$ cat src/hw/rtl/tri_adj_pkg.sv
// Package for the triangle adjacency finder: default sizes, command and
// register codes, and the control/status structs between controller and datapath.
// No dependencies.
`default_nettype none

package tri_adj_pkg;

  // Default sizes
  localparam int unsigned MaxCellsDef  = 1024;
  localparam int unsigned CoordBitsDef = 24;
  localparam int unsigned MaxLinks     = 3;

  // Fixed field widths
  localparam int unsigned IdxW    = 10;
  localparam int unsigned CountW  = 11;
  localparam int unsigned DistW   = 24;
  localparam int unsigned CfgIdxW = 1;
  localparam int unsigned LinkW   = 2;

  // Input command codes
  localparam logic CMD_LOAD  = 1'b0;
  localparam logic CMD_QUERY = 1'b1;

  // Configuration register indexes
  localparam logic [CfgIdxW-1:0] CFG_CELL_COUNT = 1'd0;
  localparam logic [CfgIdxW-1:0] CFG_MATCH_DIST = 1'd1;

  // Log2 of the cap on each coordinate difference
  localparam int unsigned DiffCapLog = 24;

  // Commands from controller to datapath
  typedef struct packed {
    logic load_we;    // write the input triangle into the store
    logic clear;      // clear the link list for a new transaction
    logic self_cap;   // capture the queried triangle from the read port
    logic scan_valid; // the row read this cycle is a candidate
  } ctl_cmd_t;

  // Status from datapath to controller
  typedef struct packed {
    logic busy;       // candidates still in the compare pipeline
    logic last;       // the result shown now is the final one
  } dp_stat_t;

endpackage

`default_nettype wire

$ cat src/hw/rtl/tri_adj_ctrl.sv
// Controller for the triangle adjacency finder: handshakes, scan counter,
// configuration of the count register. Depends on tri_adj_pkg.
`default_nettype none

module tri_adj_ctrl #(
  parameter int unsigned MAX_CELLS = tri_adj_pkg::MaxCellsDef
) (
  input  wire                                clk_i,
  input  wire                                rst_ni,
  input  wire                                in_valid_i,
  output logic                               in_ready_o,
  input  wire                                cmd_i,
  input  wire  [tri_adj_pkg::IdxW-1:0]       cell_index_i,
  output logic                               out_valid_o,
  input  wire                                out_ready_i,
  input  wire                                cfg_we_i,
  input  wire  [tri_adj_pkg::CfgIdxW-1:0]    cfg_idx_i,
  input  wire  [tri_adj_pkg::DistW-1:0]      cfg_data_i,
  output tri_adj_pkg::ctl_cmd_t              cmd_o,
  output logic [$clog2(MAX_CELLS)-1:0]       rd_addr_o,
  output logic [tri_adj_pkg::LinkW-1:0]      emit_sel_o,
  input  tri_adj_pkg::dp_stat_t              stat_i
);

  localparam int unsigned AddrW = $clog2(MAX_CELLS);
  localparam int unsigned LimW  = $clog2(MAX_CELLS + 1);
  localparam int unsigned CW    = (LimW > tri_adj_pkg::CountW) ? LimW : tri_adj_pkg::CountW;

  localparam logic [2:0] ST_IDLE     = 3'd0;
  localparam logic [2:0] ST_SELF_RD  = 3'd1;
  localparam logic [2:0] ST_SELF_CAP = 3'd2;
  localparam logic [2:0] ST_SCAN     = 3'd3;
  localparam logic [2:0] ST_DRAIN    = 3'd4;
  localparam logic [2:0] ST_EMIT     = 3'd5;

  logic [2:0]                       state_q, state_d;
  logic [CW-1:0]                    slot_q, slot_d;
  logic [LimW-1:0]                  scan_q, scan_d;
  logic [tri_adj_pkg::LinkW-1:0]    emit_q, emit_d;
  logic [tri_adj_pkg::CountW-1:0]   count_q;
  logic [CW-1:0]                    limit;
  logic [CW-1:0]                    count_ext;
  logic [CW-1:0]                    in_slot;

  // Saturate the count at the store depth
  assign count_ext = CW'(count_q);
  assign limit     = (count_ext > CW'(MAX_CELLS)) ? CW'(MAX_CELLS) : count_ext;
  assign in_slot   = CW'(cell_index_i);

  // Count register
  always_ff @(posedge clk_i or negedge rst_ni) begin
    if (!rst_ni) begin
      count_q <= '0;
    end else if (cfg_we_i && (cfg_idx_i == tri_adj_pkg::CFG_CELL_COUNT)) begin
      count_q <= cfg_data_i[tri_adj_pkg::CountW-1:0];
    end
  end

  // Sequence one transaction at a time
  always_comb begin
    state_d     = state_q;
    slot_d      = slot_q;
    scan_d      = scan_q;
    emit_d      = emit_q;
    in_ready_o  = 1'b0;
    out_valid_o = 1'b0;
    cmd_o       = '0;
    rd_addr_o   = scan_q[AddrW-1:0];
    case (state_q)
      ST_IDLE: begin
        in_ready_o = 1'b1;
        if (in_valid_i) begin
          cmd_o.clear = 1'b1;
          emit_d      = '0;
          slot_d      = in_slot;
          if (cmd_i == tri_adj_pkg::CMD_LOAD) begin
            cmd_o.load_we = (in_slot < CW'(MAX_CELLS));
            state_d       = ST_EMIT;
          end else if (in_slot < limit) begin
            state_d = ST_SELF_RD;
          end else begin
            state_d = ST_EMIT;
          end
        end
      end
      ST_SELF_RD: begin
        rd_addr_o = slot_q[AddrW-1:0];
        state_d   = ST_SELF_CAP;
      end
      ST_SELF_CAP: begin
        cmd_o.self_cap = 1'b1;
        scan_d         = '0;
        state_d        = ST_SCAN;
      end
      ST_SCAN: begin
        cmd_o.scan_valid = (CW'(scan_q) != slot_q);
        scan_d           = scan_q + LimW'(1);
        if ((CW'(scan_q) + CW'(1)) == limit) begin
          state_d = ST_DRAIN;
        end
      end
      ST_DRAIN: begin
        if (!stat_i.busy) begin
          state_d = ST_EMIT;
        end
      end
      ST_EMIT: begin
        out_valid_o = 1'b1;
        if (out_ready_i) begin
          if (stat_i.last) begin
            state_d = ST_IDLE;
          end else begin
            emit_d = emit_q + tri_adj_pkg::LinkW'(1);
          end
        end
      end
      default: begin
        state_d = ST_IDLE;
      end
    endcase
  end

  assign emit_sel_o = emit_q;

  always_ff @(posedge clk_i or negedge rst_ni) begin
    if (!rst_ni) begin
      state_q <= ST_IDLE;
      emit_q  <= '0;
    end else begin
      state_q <= state_d;
      emit_q  <= emit_d;
    end
  end

  // Payload registers
  always_ff @(posedge clk_i) begin
    slot_q <= slot_d;
    scan_q <= scan_d;
  end

endmodule

`default_nettype wire

$ cat config.mk
export PLATFORM = sky130hd
export DESIGN_NAME = tri_adj_ctrl
export DESIGN_NICKNAME = d
export VERILOG_FILES = /design/src/hw/rtl/tri_adj_pkg.sv /design/src/hw/rtl/tri_adj_ctrl.sv
export SDC_FILE = /design/constraint.sdc
export NUM_CORES = 1
export LEC_CHECK = 0
export ABC_AREA = 0
export BUFFER_PORTS_ARGS = -buffer_cell sky130_fd_sc_hd__buf_4
export CAP_MARGIN = 30
export CORE_AREA = 4 4 77 79
export DETAILED_ROUTE_END_ITERATION = 8
export DIE_AREA = 0 0 81 83
export GPL_TIMING_DRIVEN = 0
export PLACE_DENSITY = 0.7
export SLEW_MARGIN = 20
export SYNTH_ARGS = -nofsm -noshare
export SYNTH_HDL_FRONTEND = slang
export SYNTH_SLANG_ARGS = --single-unit
$ cat constraint.sdc
create_clock -name clk_i -period 3.37 [get_ports clk_i]
set_input_delay 0.674 -clock clk_i [delete_from_list [all_inputs] [get_ports clk_i]]
set_output_delay 0.674 -clock clk_i [all_outputs]
set_load 0.02 [all_outputs]
==> summary.json, run 1 <==
{
  "run_status": {
    "status": "finished clean"
  },
  "logic_synthesis": {
    "synth_largest_type_area_fraction": 0.2488,
    "postSynthAreaPerCell_sq_um": 10.30,
    "ys_dominant_reg_cell": "sky130_fd_sc_hd__edfxtp_1",
    "syn-cell-area_sq_um": 2535,
    "yosys_register_bits": 37,
    "ys.warnings.count": 0,
    "synth_fp_nets": 299,
    "synthCells": 246,
    "synth-seq-area-share": 0.4067,
    "edff_count_synth": 21,
    "ys_types": 52,
    "synthTopCellsByArea": "sky130_fd_sc_hd__edfxtp_1 25%, sky130_fd_sc_hd__dfrtp_1 16%, sky130_fd_sc_hd__mux2_2 8.0%",
    "synthDominantAreaCellType": "sky130_fd_sc_hd__edfxtp_1",
    "postSynth.asyncResetShare": 0.4324
  },
  "worst_setup_path": {
    "crit_path_start_kind": "register",
    "crit_arrival_ns": 2.41,
    "cp.required_ns": 2.70,
    "kind_of_critical_path": "register to primary output",
    "endpoint_kind": "primary output",
    "highest_fanout_seen_on_the_critical_path": 15
  },
  "placement": {
    "detailedPlacementHpwl_mm": 4.416,
    "port_buffers": 47,
    "dp.cells": 365,
    "routability_congestion": 0.8930
  },
  "drt": {
    "routed_via_density": 5.298,
    "postRouteWirelength_mm": 5.577,
    "ant_nets": 0,
    "drt_drc": 0,
    "avgRoutedWirePerCell_um": 14.95,
    "detailedRoute.firstPassIterationCount": 4,
    "drtIter0Drc": 72,
    "route.vias.total": 1976
  },
  "timing": {
    "hold_viol": 0,
    "fin_worst_hold_slack_ns": 0.2278,
    "tightest_slew_ns": 0.7253,
    "finalCritPeriodShare": 0.9139,
    "final.setup.tns_ns": 0,
    "worst_clock_skew_ns": 0.007847,
    "setup_violations": 0,
    "slew_headroom": 0.5143,
    "timing.fmax_mhz": 324.7,
    "timing.final.max_slew_violations": 0,
    "fin_crit_ns": 3.080,
    "unrepaired_setup_endpoints_after_global_routing": "false"
  },
  "cells_and_area": {
    "fillers": 503,
    "multiInputGateArea_sq_um": 1391,
    "areaGrowthSynthToFinish_pct": 21.13,
    "finish.net_count": 353,
    "drive_above_1_share": 0.3056,
    "final_util": 0.5752,
    "post_layout_nonfiller_instances": 373,
    "final_cell_mix": "49 x sky130_fd_sc_hd__buf_4, 26 x sky130_fd_sc_hd__nor2_1, 21 x sky130_fd_sc_hd__edfxtp_1",
    "regArea_sq_um": 1031,
    "final_common_cell": "sky130_fd_sc_hd__buf_4",
    "antenna_cells": 0
  },
  "die": {
    "die_w_um": 81,
    "floorplan.initialDensity": 0.4749,
    "top_level_ports": 61,
    "rows": 27,
    "fp.dieArea_sq_um": 6723,
    "core_area_sq_um": 5338,
    "die_height_um": 83
  },
  "clocking": {
    "worst_skew_pair.late_latency_ns": 0.29,
    "ctsLongestPathBuffers": 2,
    "cts.htree.levels": 2,
    "cts_setup_buffers": 0,
    "number_of_buffers_created_by_cts": 5,
    "cts.sinks": 37,
    "cts_root_buf": "sky130_fd_sc_hd__clkbuf_8",
    "holdBufCountCts": 0,
    "post_cts_resize_count": 0,
    "cts_tree": "done",
    "cts.reportedPaths.clkPinSlew_ns": 0.07
  },
  "global_route": {
    "maximum_number_of_pins_on_one_net_before_global_route_repair": 17,
    "first_global_vias": 1961,
    "grt_pass1_wl_mm": 9.149,
    "globalRouteOverflowTotal": 0,
    "number_of_antenna_violations_at_the_first_check_in_global_routing": 0,
    "grtUsageTotal": 0.1760
  },
  "power": {
    "power-per-cell-area_nw_per_um2": 804.1,
    "power_leakage_nw": 1.293,
    "worst_vdd_drop_uv": 336.4,
    "total_power_mw": 2.469
  },
  "flow_run": {
    "max_cap_violations": 0
  },
  "hold_path": {
    "hold_path_class": "input pin to async pin"
  }
}
==> through the flow <==
stage | setup slack (ns) | cell area, sq um
final | 0.2903 | 3070
after global routing | 0.1221 | 3070
after CTS | 0.2522 | 3070
after detailed placement | 0.5734 | 2980
after global placement | 0.1815 | 2978
after floorplan | 0.6865 | 2535
==> layer usage <==
layer / GRT usage / wire length (um) / vias to the layer above
met2: 0.2853 / 2682 / 41
met1: 0.2363 / 2575 / 922
met5: 0 / 0 / -
met3: 0.03688 / 246 / 8
met4: 0.04762 / 72 / 0
li1: - / - / 1005
==> synthesized netlist by cell type, types with 2 or more instances <==
cell type	count
sky130_fd_sc_hd__a21o_1	5
sky130_fd_sc_hd__a21oi_1	8
sky130_fd_sc_hd__a31oi_1	2
sky130_fd_sc_hd__buf_2	2
sky130_fd_sc_hd__buf_4	2
sky130_fd_sc_hd__buf_6	3
sky130_fd_sc_hd__clkbuf_1	4
sky130_fd_sc_hd__dfrtp_1	16
sky130_fd_sc_hd__edfxtp_1	21
sky130_fd_sc_hd__ha_1	10
sky130_fd_sc_hd__inv_1	6
sky130_fd_sc_hd__mux2_2	18
sky130_fd_sc_hd__nand2_1	18
sky130_fd_sc_hd__nand2b_1	4
sky130_fd_sc_hd__nand3_1	6
sky130_fd_sc_hd__nand4_1	2
sky130_fd_sc_hd__nor2_1	26
sky130_fd_sc_hd__nor2b_1	5
sky130_fd_sc_hd__nor3_1	13
sky130_fd_sc_hd__nor4_1	4
sky130_fd_sc_hd__o2111ai_1	2
sky130_fd_sc_hd__o21ai_0	15
sky130_fd_sc_hd__or4b_1	2
sky130_fd_sc_hd__xnor2_1	8
sky130_fd_sc_hd__xor2_1	15
sky130_fd_sc_hd__xor3_2	3
==> registers in the layout (all words and copies together), names as in the netlist <==
register	flops
emit_sel_o	2
count_ext	11
state_q	3
scan_q	11
slot_q	10
==> critical path, stage by stage, from the launching register on <==
cell and delay [ns]:
sky130_fd_sc_hd__dfrtp_1 0.41, sky130_fd_sc_hd__buf_6 0.15, sky130_fd_sc_hd__nor2b_2 0.58, sky130_fd_sc_hd__nand2_1 0.27, sky130_fd_sc_hd__clkbuf_1 0.30, sky130_fd_sc_hd__a31oi_1 0.23
sky130_fd_sc_hd__buf_4 0.17
==> final cells by class <==
type	instances	share of cell area
multi-input combinational	190	0.4531
sequential	37	0.3358
timing repair buffer	47	0.1149
buffer	13	0.03015
clock buffer	8	0.02934
tap	72	0.02934
inverter	6	0.007335
==> cell families (layout without fill, tap and decap cells) <==
logic type	Yosys count	in the layout	synth area share
buf+inv	19	74	0.04540
compound gates	44	44	0.1140
mux	19	19	0.08391
fa+ha+maj	10	10	0.04936
simple gates	91	91	0.1915
flops	37	37	0.4067
xor+xnor	26	26	0.1091
==> worst paths after layout <==
check | cells after the start | slack (ns) | start | endpoint
hold / removal | 1 | 0.23 | rst_ni | state_q[2]
hold reg to reg | 1 | 0.54 | count_ext[7] | count_ext[7]
setup / recovery | 6 | 0.29 | state_q[2] | cmd_o[0]
min in group clk_i | 1 | 0.54 | count_ext[7] | count_ext[7]
setup reg to reg | 7 | 0.74 | scan_q[1] | state_q[2]
max in group asynchronous | 1 | 2.96 | rst_ni | count_ext[3]
==> report_power, final <==
part / leakage [nW] / internal (mW) / switching (mW)
combinational: 0.853 / 0.633 / 0.754
clock: 0.0455 / 0.167 / 0.153
sequential: 0.394 / 0.642 / 0.120
(Power assumes the default switching activity.)
==> run 2: changes to the inputs <==
--- a/config.mk
+++ b/config.mk
@@ -8,9 +8,9 @@
 export ABC_AREA = 0
 export BUFFER_PORTS_ARGS = -buffer_cell sky130_fd_sc_hd__buf_4
 export CAP_MARGIN = 30
-export CORE_AREA = 4 4 77 79
+export CORE_AREA = 2 2 75 77
 export DETAILED_ROUTE_END_ITERATION = 8
-export DIE_AREA = 0 0 81 83
+export DIE_AREA = 0 0 77 79
 export GPL_TIMING_DRIVEN = 0
 export PLACE_DENSITY = 0.7
 export SLEW_MARGIN = 20
==> summary.json, run 2 (synthesized netlist as in run 1, its figures left out) <==
{
  "worst_setup_path": {
    "kind_of_critical_path": {"value": "register to primary output", "change": "unchanged"},
    "worstPathCellList": {"value": "buf_6 -> nor2b_2 -> nand2_1 -> clkbuf_1 -> a31oi_1 -> buf_4", "change": "unchanged"},
    "endpoint_kind": {"value": "primary output", "change": "unchanged"},
    "crit_arrival": {"value": 2.42, "unit": "ns", "change": "was 2.41 ns"},
    "cpPeakStageDelay": {"value": 0.58, "unit": "ns", "change": "about the same"},
    "highest_fanout_seen_on_the_critical_path": {"value": 15, "change": "unchanged"},
    "cp.required": {"value": 2.70, "unit": "ns", "change": "about the same"},
    "critical_path.slowest_cell": {"value": "sky130_fd_sc_hd__nor2b_2", "change": "unchanged"},
    "kind_of_cell_adding_the_most_delay_to_the_critical_path": {"value": "simple AND/OR/NAND/NOR gates", "change": "unchanged"},
    "critical_path_buffer_and_inverter_count": {"value": 3, "change": "unchanged"},
    "crit_path_start_kind": {"value": "register", "change": "unchanged"}
  },
  "clocking": {
    "cts.htree.levels": {"value": 2, "change": "unchanged"},
    "cts_root_buf": {"value": "sky130_fd_sc_hd__clkbuf_8", "change": "unchanged"},
    "holdBufCountCts": {"value": 0, "change": "unchanged"},
    "cts.reportedPaths.clkPinSlew": {"value": 0.08, "unit": "ns", "change": "was 0.07 ns"},
    "number_of_buffers_created_by_cts": {"value": 5, "change": "unchanged"},
    "cts.sinks": {"value": 37, "change": "unchanged"},
    "worst_skew_pair.late_latency": {"value": 0.30, "unit": "ns", "change": "was 0.29 ns"},
    "ctsLongestPathBuffers": {"value": 2, "change": "unchanged"},
    "cts_setup_buffers": {"value": 0, "change": "unchanged"},
    "cts_tree": {"value": "done", "change": "unchanged"},
    "post_cts_resize_count": {"value": 0, "change": "unchanged"}
  },
  "timing": {
    "hold_viol": {"value": 0, "change": "unchanged"},
    "timing.final.max_slew_violations": {"value": 0, "change": "unchanged"},
    "finalCritPeriodShare": {"value": 0.9183, "change": "was 0.9139"},
    "timing.fmax": {"value": 323.2, "unit": "MHz", "change": "was 324.7 MHz"},
    "unrepaired_setup_endpoints_after_global_routing": {"value": "false", "change": "unchanged"},
    "setup_violations": {"value": 0, "change": "unchanged"},
    "worst_clock_skew": {"value": 0.007068, "unit": "ns", "change": "was 0.007847 ns"},
    "fin_crit": {"value": 3.095, "unit": "ns", "change": "was 3.080 ns"},
    "final.setup.tns": {"value": 0, "unit": "ns", "change": "unchanged"},
    "slew_headroom": {"value": 0.5180, "change": "was 0.5143"},
    "tightest_slew": {"value": 0.7198, "unit": "ns", "change": "was 0.7253 ns"},
    "postLayoutSetupSlackWorst": {"value": 0.2755, "unit": "ns", "change": "was 0.2903 ns"},
    "fin_worst_hold_slack": {"value": 0.2182, "unit": "ns", "change": "was 0.2278 ns"}
  },
  "cells_and_area": {
    "final_cell_mix": {"value": "49 x sky130_fd_sc_hd__buf_4, 26 x sky130_fd_sc_hd__nor2_1, 21 x sky130_fd_sc_hd__edfxtp_1", "change": "unchanged"},
    "antenna_cells": {"value": 0, "change": "unchanged"},
    "final_common_cell": {"value": "sky130_fd_sc_hd__buf_4", "change": "unchanged"},
    "drive_above_1_share": {"value": 0.3123, "change": "was 0.3056"},
    "finish.net_count": {"value": 353, "change": "unchanged"},
    "areaGrowthSynthToFinish": {"value": 20.93, "unit": "%", "change": "was 21.13%"},
    "stdcell_area": {"value": 3065, "unit": "sq um", "change": "was 3070 sq um"}
  },
  "die": {
    "top_level_ports": {"value": 61, "change": "unchanged"},
    "die_w": {"value": 77, "unit": "um", "change": "was 81 um"},
    "floorplan.initialDensity": {"value": 0.4749, "change": "unchanged"},
    "fp.dieArea": {"value": 6083, "unit": "sq um", "change": "was 6723 sq um"},
    "rows": {"value": 27, "change": "unchanged"},
    "core_area": {"value": 5338, "unit": "sq um", "change": "unchanged"},
    "die_height": {"value": 79, "unit": "um", "change": "was 83 um"}
  },
  "global_route": {
    "grtUsageTotal": {"value": 0.1933, "change": "was 0.1760"},
    "maximum_number_of_pins_on_one_net_before_global_route_repair": {"value": 17, "change": "unchanged"},
    "first_global_vias": {"value": 1892, "change": "was 1961"},
    "grt_pass1_wl": {"value": 9.066, "unit": "mm", "change": "was 9.149 mm"},
    "globalRouteOverflowTotal": {"value": 0, "change": "unchanged"},
    "number_of_antenna_violations_at_the_first_check_in_global_routing": {"value": 0, "change": "unchanged"}
  },
  "flow_run": {
    "max_cap_violations": {"value": 0, "change": "unchanged"}
  },
  "drt": {
    "ant_nets": {"value": 0, "change": "unchanged"},
    "postRouteWirelength": {"value": 5.554, "unit": "mm", "change": "was 5.577 mm"},
    "route.vias.total": {"value": 2003, "change": "was 1976"},
    "avgRoutedWirePerCell": {"value": 14.89, "unit": "um", "change": "was 14.95 um"},
    "detailedRoute.firstPassIterationCount": {"value": 4, "change": "unchanged"},
    "routed_via_density": {"value": 5.370, "change": "was 5.298"},
    "drtIter0Drc": {"value": 111, "change": "was 72"},
    "drt_drc": {"value": 0, "change": "unchanged"}
  },
  "placement": {
    "dpl-instance-area": {"value": 2980, "unit": "sq um", "change": "unchanged"},
    "routability_congestion": {"value": 0.8762, "change": "was 0.8930"},
    "dp_slack": {"value": 0.5854, "unit": "ns", "change": "was 0.5734 ns"},
    "detailedPlacementHpwl": {"value": 4.417, "unit": "mm", "change": "was 4.416 mm"},
    "port_buffers": {"value": 47, "change": "unchanged"}
  },
  "power": {
    "total_power": {"value": 2.461, "unit": "mW", "change": "was 2.469 mW"},
    "power-per-cell-area": {"value": 802.9, "unit": "nW/um^2", "change": "was 804.1 nW/um^2"},
    "power_leakage": {"value": 1.295, "unit": "nW", "change": "was 1.293 nW"},
    "worst_vdd_drop": {"value": 294.1, "unit": "uV", "change": "was 336.4 uV"}
  },
  "run_status": {
    "status": {"value": "finished clean", "change": "unchanged"}
  },
  "hold_path": {
    "hold_path_class": {"value": "input pin to async pin", "change": "unchanged"}
  }
}
-- run 2: changes by cell type in the layout (fill, tap and decap cells not counted), sizes merged --
cell / change
clkinv: +2
inv: +1
clkbuf: -3
-- run 2: area by class of cell --
| cell class | instances | area, sq um |
|---|---|---|
| clock inverters | 3 | 16.27 |
| flip-flops and latches | 37 | 1031 |
| plain buffers | 13 | 92.59 |
| fillers | 498 | 2272 |
| well taps | 72 | 90.09 |
| repair buffers | 47 | 352.8 |
| clock buffers | 5 | 68.82 |
| multi-input cells | 190 | 1391 |
| inverters | 6 | 22.52 |
-- run 2: worst paths after layout --
path	cells past startpoint	slack (ns)	to	startpoint
hold reg to reg	1	0.55	count_ext[7]	count_ext[7]
max in group asynchronous	1	2.97	count_ext[4]	rst_ni
setup / recovery	6	0.28	cmd_o[0]	state_q[2]
hold / removal	1	0.22	count_ext[3]	rst_ni
setup reg to reg	7	0.73	state_q[2]	scan_q[1]
min in group clk_i	1	0.55	count_ext[7]	count_ext[7]
-- run 2: per-layer routing --
layer / GRT usage / share of wire
met2: 0.3175 / 0.49
met5: 0 / 0
met4: 0.06964 / 0.015
met3: 0.03864 / 0.036
met1: 0.2559 / 0.46
-- run 2: stage by stage --
step / util / instances
final: 0.5743 / 373
after global routing: 0.5743 / 373
after CTS: 0.5743 / 373
after detailed placement: 0.5584 / 365
after global placement: 0.5579 / 365
after floorplan: - / 246
-- run 2: worst reg2reg max path: cells and delay by family (launching register included) --
family	cells	cell delay, ns
AOI/OAI and AO/OA	2	0.68
and+or+nand+nor	4	1.17
adders and majority gates	1	0.30
DFF	1	0.40
-- run 2: power breakdown --
part,switching [mW],internal (mW)
Sequential,0.120,0.642
Clock,0.167,0.143
Combinational,0.757,0.633
==> run 3: changes to the inputs <==
==> constraint.sdc (replaced) <==
create_clock -name clk_i -period 3.37 [get_ports clk_i]
set_input_delay 0.337 -clock clk_i [delete_from_list [all_inputs] [get_ports clk_i]]
set_output_delay 0.337 -clock clk_i [all_outputs]
set_load 0.02 [all_outputs]
==> summary.json, run 3 (synthesized netlist as in run 1, its figures left out) <==
{
  "run_status": {
    "status": {"value": "finished clean", "change": "unchanged"}
  },
  "drt": {
    "drt_drc": {"value": 0, "change": "unchanged"},
    "postRouteWirelength": {"value": 5.540, "unit": "mm", "change": "was 5.554 mm"},
    "drtIter0Drc": {"value": 117, "change": "was 111"},
    "avgRoutedWirePerCell": {"value": 14.81, "unit": "um", "change": "was 14.89 um"},
    "ant_nets": {"value": 0, "change": "unchanged"},
    "route.vias.total": {"value": 2018, "change": "was 2003"},
    "routed_via_density": {"value": 5.396, "change": "was 5.370"},
    "detailedRoute.firstPassIterationCount": {"value": 4, "change": "unchanged"}
  },
  "worst_setup_path": {
    "rr_worst_depth": {"value": 7, "change": "unchanged"},
    "endpoint_kind": {"value": "primary output", "change": "unchanged"},
    "worst_r2r_startpoint": {"value": "scan_q[1]", "change": "unchanged"},
    "kind_of_critical_path": {"value": "register to primary output", "change": "unchanged"},
    "cp.required": {"value": 3.03, "unit": "ns", "change": "was 2.70 ns"},
    "r2r_slack": {"value": 0.73, "unit": "ns", "change": "about the same"},
    "crit_arrival": {"value": 2.42, "unit": "ns", "change": "about the same"},
    "highest_fanout_seen_on_the_critical_path": {"value": 15, "change": "unchanged"},
    "crit_path_start_kind": {"value": "register", "change": "unchanged"},
    "reg2reg_to": {"value": "state_q[2]", "change": "unchanged"}
  },
  "power": {
    "worst_vdd_drop": {"value": 294.2, "unit": "uV", "change": "was 294.1 uV"},
    "clockPowerShare": {"value": 0.125, "change": "was 0.126"},
    "power-per-cell-area": {"value": 800.0, "unit": "nW/um^2", "change": "was 802.9 nW/um^2"},
    "power.share.combinational": {"value": 0.566, "change": "was 0.565"},
    "switching_share": {"value": 0.4233, "change": "was 0.4239"},
    "intPower": {"value": 1.419, "unit": "mW", "change": "was 1.418 mW"},
    "p_switching": {"value": 1.042, "unit": "mW", "change": "was 1.043 mW"},
    "power.share.sequential": {"value": 0.309, "change": "about the same"},
    "power_leakage": {"value": 1.300, "unit": "nW", "change": "was 1.295 nW"}
  },
  "hold_path": {
    "worstHoldStart": "cell_index_i[5]",
    "hold_path_class": {"value": "input pin to register", "change": "was input pin to async pin"},
    "min_delay_path_depth": 1,
    "hold_path_end": "slot_q[5]"
  },
  "timing": {
    "timing.fmax": {"value": 362.8, "unit": "MHz", "change": "was 323.2 MHz"},
    "finalCritPeriodShare": {"value": 0.8178, "change": "was 0.9183"},
    "hold_viol": {"value": 0, "change": "unchanged"},
    "final.setup.tns": {"value": 0, "unit": "ns", "change": "unchanged"},
    "fin_crit": {"value": 2.756, "unit": "ns", "change": "was 3.095 ns"},
    "setup_violations": {"value": 0, "change": "unchanged"},
    "worst_clock_skew": {"value": 0.005820, "unit": "ns", "change": "was 0.007068 ns"},
    "timing.final.max_slew_violations": {"value": 0, "change": "unchanged"},
    "fin_worst_hold_slack": {"value": 0.2265, "unit": "ns", "change": "was 0.2182 ns"},
    "unrepaired_setup_endpoints_after_global_routing": {"value": "false", "change": "unchanged"},
    "slew_headroom": {"value": 0.5176, "change": "was 0.5180"},
    "tightest_slew": {"value": 0.7203, "unit": "ns", "change": "was 0.7198 ns"},
    "postLayoutSetupSlackWorst": {"value": 0.6139, "unit": "ns", "change": "was 0.2755 ns"}
  },
  "clocking": {
    "cts.sinks": {"value": 37, "change": "unchanged"},
    "cts.reportedPaths.clkPinSlew": {"value": 0.08, "unit": "ns", "change": "about the same"},
    "cts_root_buf": {"value": "sky130_fd_sc_hd__clkbuf_8", "change": "unchanged"},
    "cts.htree.levels": {"value": 2, "change": "unchanged"},
    "post_cts_resize_count": {"value": 0, "change": "unchanged"},
    "cts_setup_buffers": {"value": 0, "change": "unchanged"},
    "worst_skew_pair.late_latency": {"value": 0.30, "unit": "ns", "change": "about the same"},
    "number_of_buffers_created_by_cts": {"value": 5, "change": "unchanged"},
    "cts_tree": {"value": "done", "change": "unchanged"},
    "ctsLongestPathBuffers": {"value": 2, "change": "unchanged"}
  },
  "die": {
    "die_height": {"value": 79, "unit": "um", "change": "unchanged"},
    "top_level_ports": {"value": 61, "change": "unchanged"},
    "die_w": {"value": 77, "unit": "um", "change": "unchanged"},
    "rows": {"value": 27, "change": "unchanged"},
    "core_area": {"value": 5338, "unit": "sq um", "change": "unchanged"},
    "fp.dieArea": {"value": 6083, "unit": "sq um", "change": "unchanged"},
    "floorplan.initialDensity": {"value": 0.4749, "change": "unchanged"}
  },
  "global_route": {
    "maximum_number_of_pins_on_one_net_before_global_route_repair": {"value": 17, "change": "unchanged"},
    "globalRouteOverflowTotal": {"value": 0, "change": "unchanged"},
    "first_global_vias": {"value": 1895, "change": "was 1892"},
    "number_of_antenna_violations_at_the_first_check_in_global_routing": {"value": 0, "change": "unchanged"},
    "grtUsageTotal": {"value": 0.1936, "change": "was 0.1933"},
    "grt_pass1_wl": {"value": 9.080, "unit": "mm", "change": "was 9.066 mm"}
  },
  "cells_and_area": {
    "antenna_cells": {"value": 0, "change": "unchanged"},
    "drive_above_1_share": {"value": 0.3113, "change": "was 0.3123"},
    "final_util": {"value": 0.5762, "change": "was 0.5743"},
    "finish.net_count": {"value": 354, "change": "was 353"},
    "final_cell_mix": {"value": "49 x sky130_fd_sc_hd__buf_4, 26 x sky130_fd_sc_hd__nor2_1, 21 x sky130_fd_sc_hd__edfxtp_1", "change": "unchanged"},
    "stdcell_area": {"value": 3075, "unit": "sq um", "change": "was 3065 sq um"},
    "final_common_cell": {"value": "sky130_fd_sc_hd__buf_4", "change": "unchanged"},
    "fillers": {"value": 500, "change": "was 498"},
    "areaGrowthSynthToFinish": {"value": 21.32, "unit": "%", "change": "was 20.93%"}
  },
  "placement": {
    "detailedPlacementHpwl": {"value": 4.417, "unit": "mm", "change": "unchanged"},
    "routability_congestion": {"value": 0.8762, "change": "unchanged"},
    "dp_slack": {"value": 0.7683, "unit": "ns", "change": "was 0.5854 ns"},
    "dpl-instance-area": {"value": 2980, "unit": "sq um", "change": "unchanged"},
    "port_buffers": {"value": 47, "change": "unchanged"}
  },
  "flow_run": {
    "max_cap_violations": {"value": 0, "change": "unchanged"}
  }
}
-- run 3: cell types whose count changed in the layout (fill, tap and decap cells not counted) --
cell,before,now
sky130_fd_sc_hd__dlygate4sd3_1,0,1
-- run 3: layout make-up --
cell class / count / area (sq um) / area share
Clock inverter: 3 / 16.27 / 0.005289
Buffer: 13 / 92.59 / 0.03011
Sequential cell: 37 / 1031 / 0.3352
Clock buffer: 5 / 68.82 / 0.02238
Inverter: 6 / 22.52 / 0.007323
Timing Repair Buffer: 48 / 362.8 / 0.1180
Tap cell: 72 / 90.09 / 0.02929
Multi-Input combinational cell: 190 / 1391 / 0.4524
-- run 3: what timing repair did --
item	in CTS	in global routing
hold buffers	1	0
endpoints found under the hold margin	16	0
setup endpoints to repair	0	0
-- run 3: worst max-delay path by stage --
stage | from | to | cells past startpoint
6_report | state_q[2] | cmd_o[0] | 6
4_1_cts | state_q[2] | cmd_o[0] | 6
3_3_place_gp | state_q[2] | cmd_o[0] | 6
5_1_grt | state_q[1] | cmd_o[0] | 6
3_5_place_dp | scan_q[1] | state_q[2] | 7
2_1_floorplan | scan_q[1] | state_q[2] | 7
-- run 3: power groups by stage --
stage	logic, mW	registers, mW	clock network, mW
2_1_floorplan	1.00	0.744	0
3_3_place_gp	1.37	0.767	0
3_5_place_dp	1.39	0.772	0
4_1_cts	1.40	0.761	0.315
5_1_grt	1.52	0.778	0.335
6_report	1.39	0.761	0.308
-- run 3: stage by stage --
step                      power (mW)  cells
after floorplan                1.746    246
after global placement         2.136    365
after detailed placement       2.161    365
after CTS                      2.472    374
after global routing           2.637    374
final                          2.460    374
-- run 3: worst max-delay path, cell delays in order (launching register included) --
cell	delay [ns]
sky130_fd_sc_hd__dfrtp_1	0.41
sky130_fd_sc_hd__buf_6	0.15
sky130_fd_sc_hd__nor2b_2	0.58
sky130_fd_sc_hd__nand2_1	0.27
sky130_fd_sc_hd__clkbuf_1	0.31
sky130_fd_sc_hd__a31oi_1	0.23
sky130_fd_sc_hd__buf_4	0.17
-- run 3: metal layers --
metal | GRT usage | share of wire | up-vias | routed length, um
li1 | - | - | 1006 | -
met1 | 0.2559 | 0.46 | 954 | 2551
met2 | 0.3184 | 0.48 | 48 | 2684
met3 | 0.03864 | 0.038 | 10 | 211
met4 | 0.06964 | 0.017 | 0 | 92
met5 | 0 | 0 | - | 0
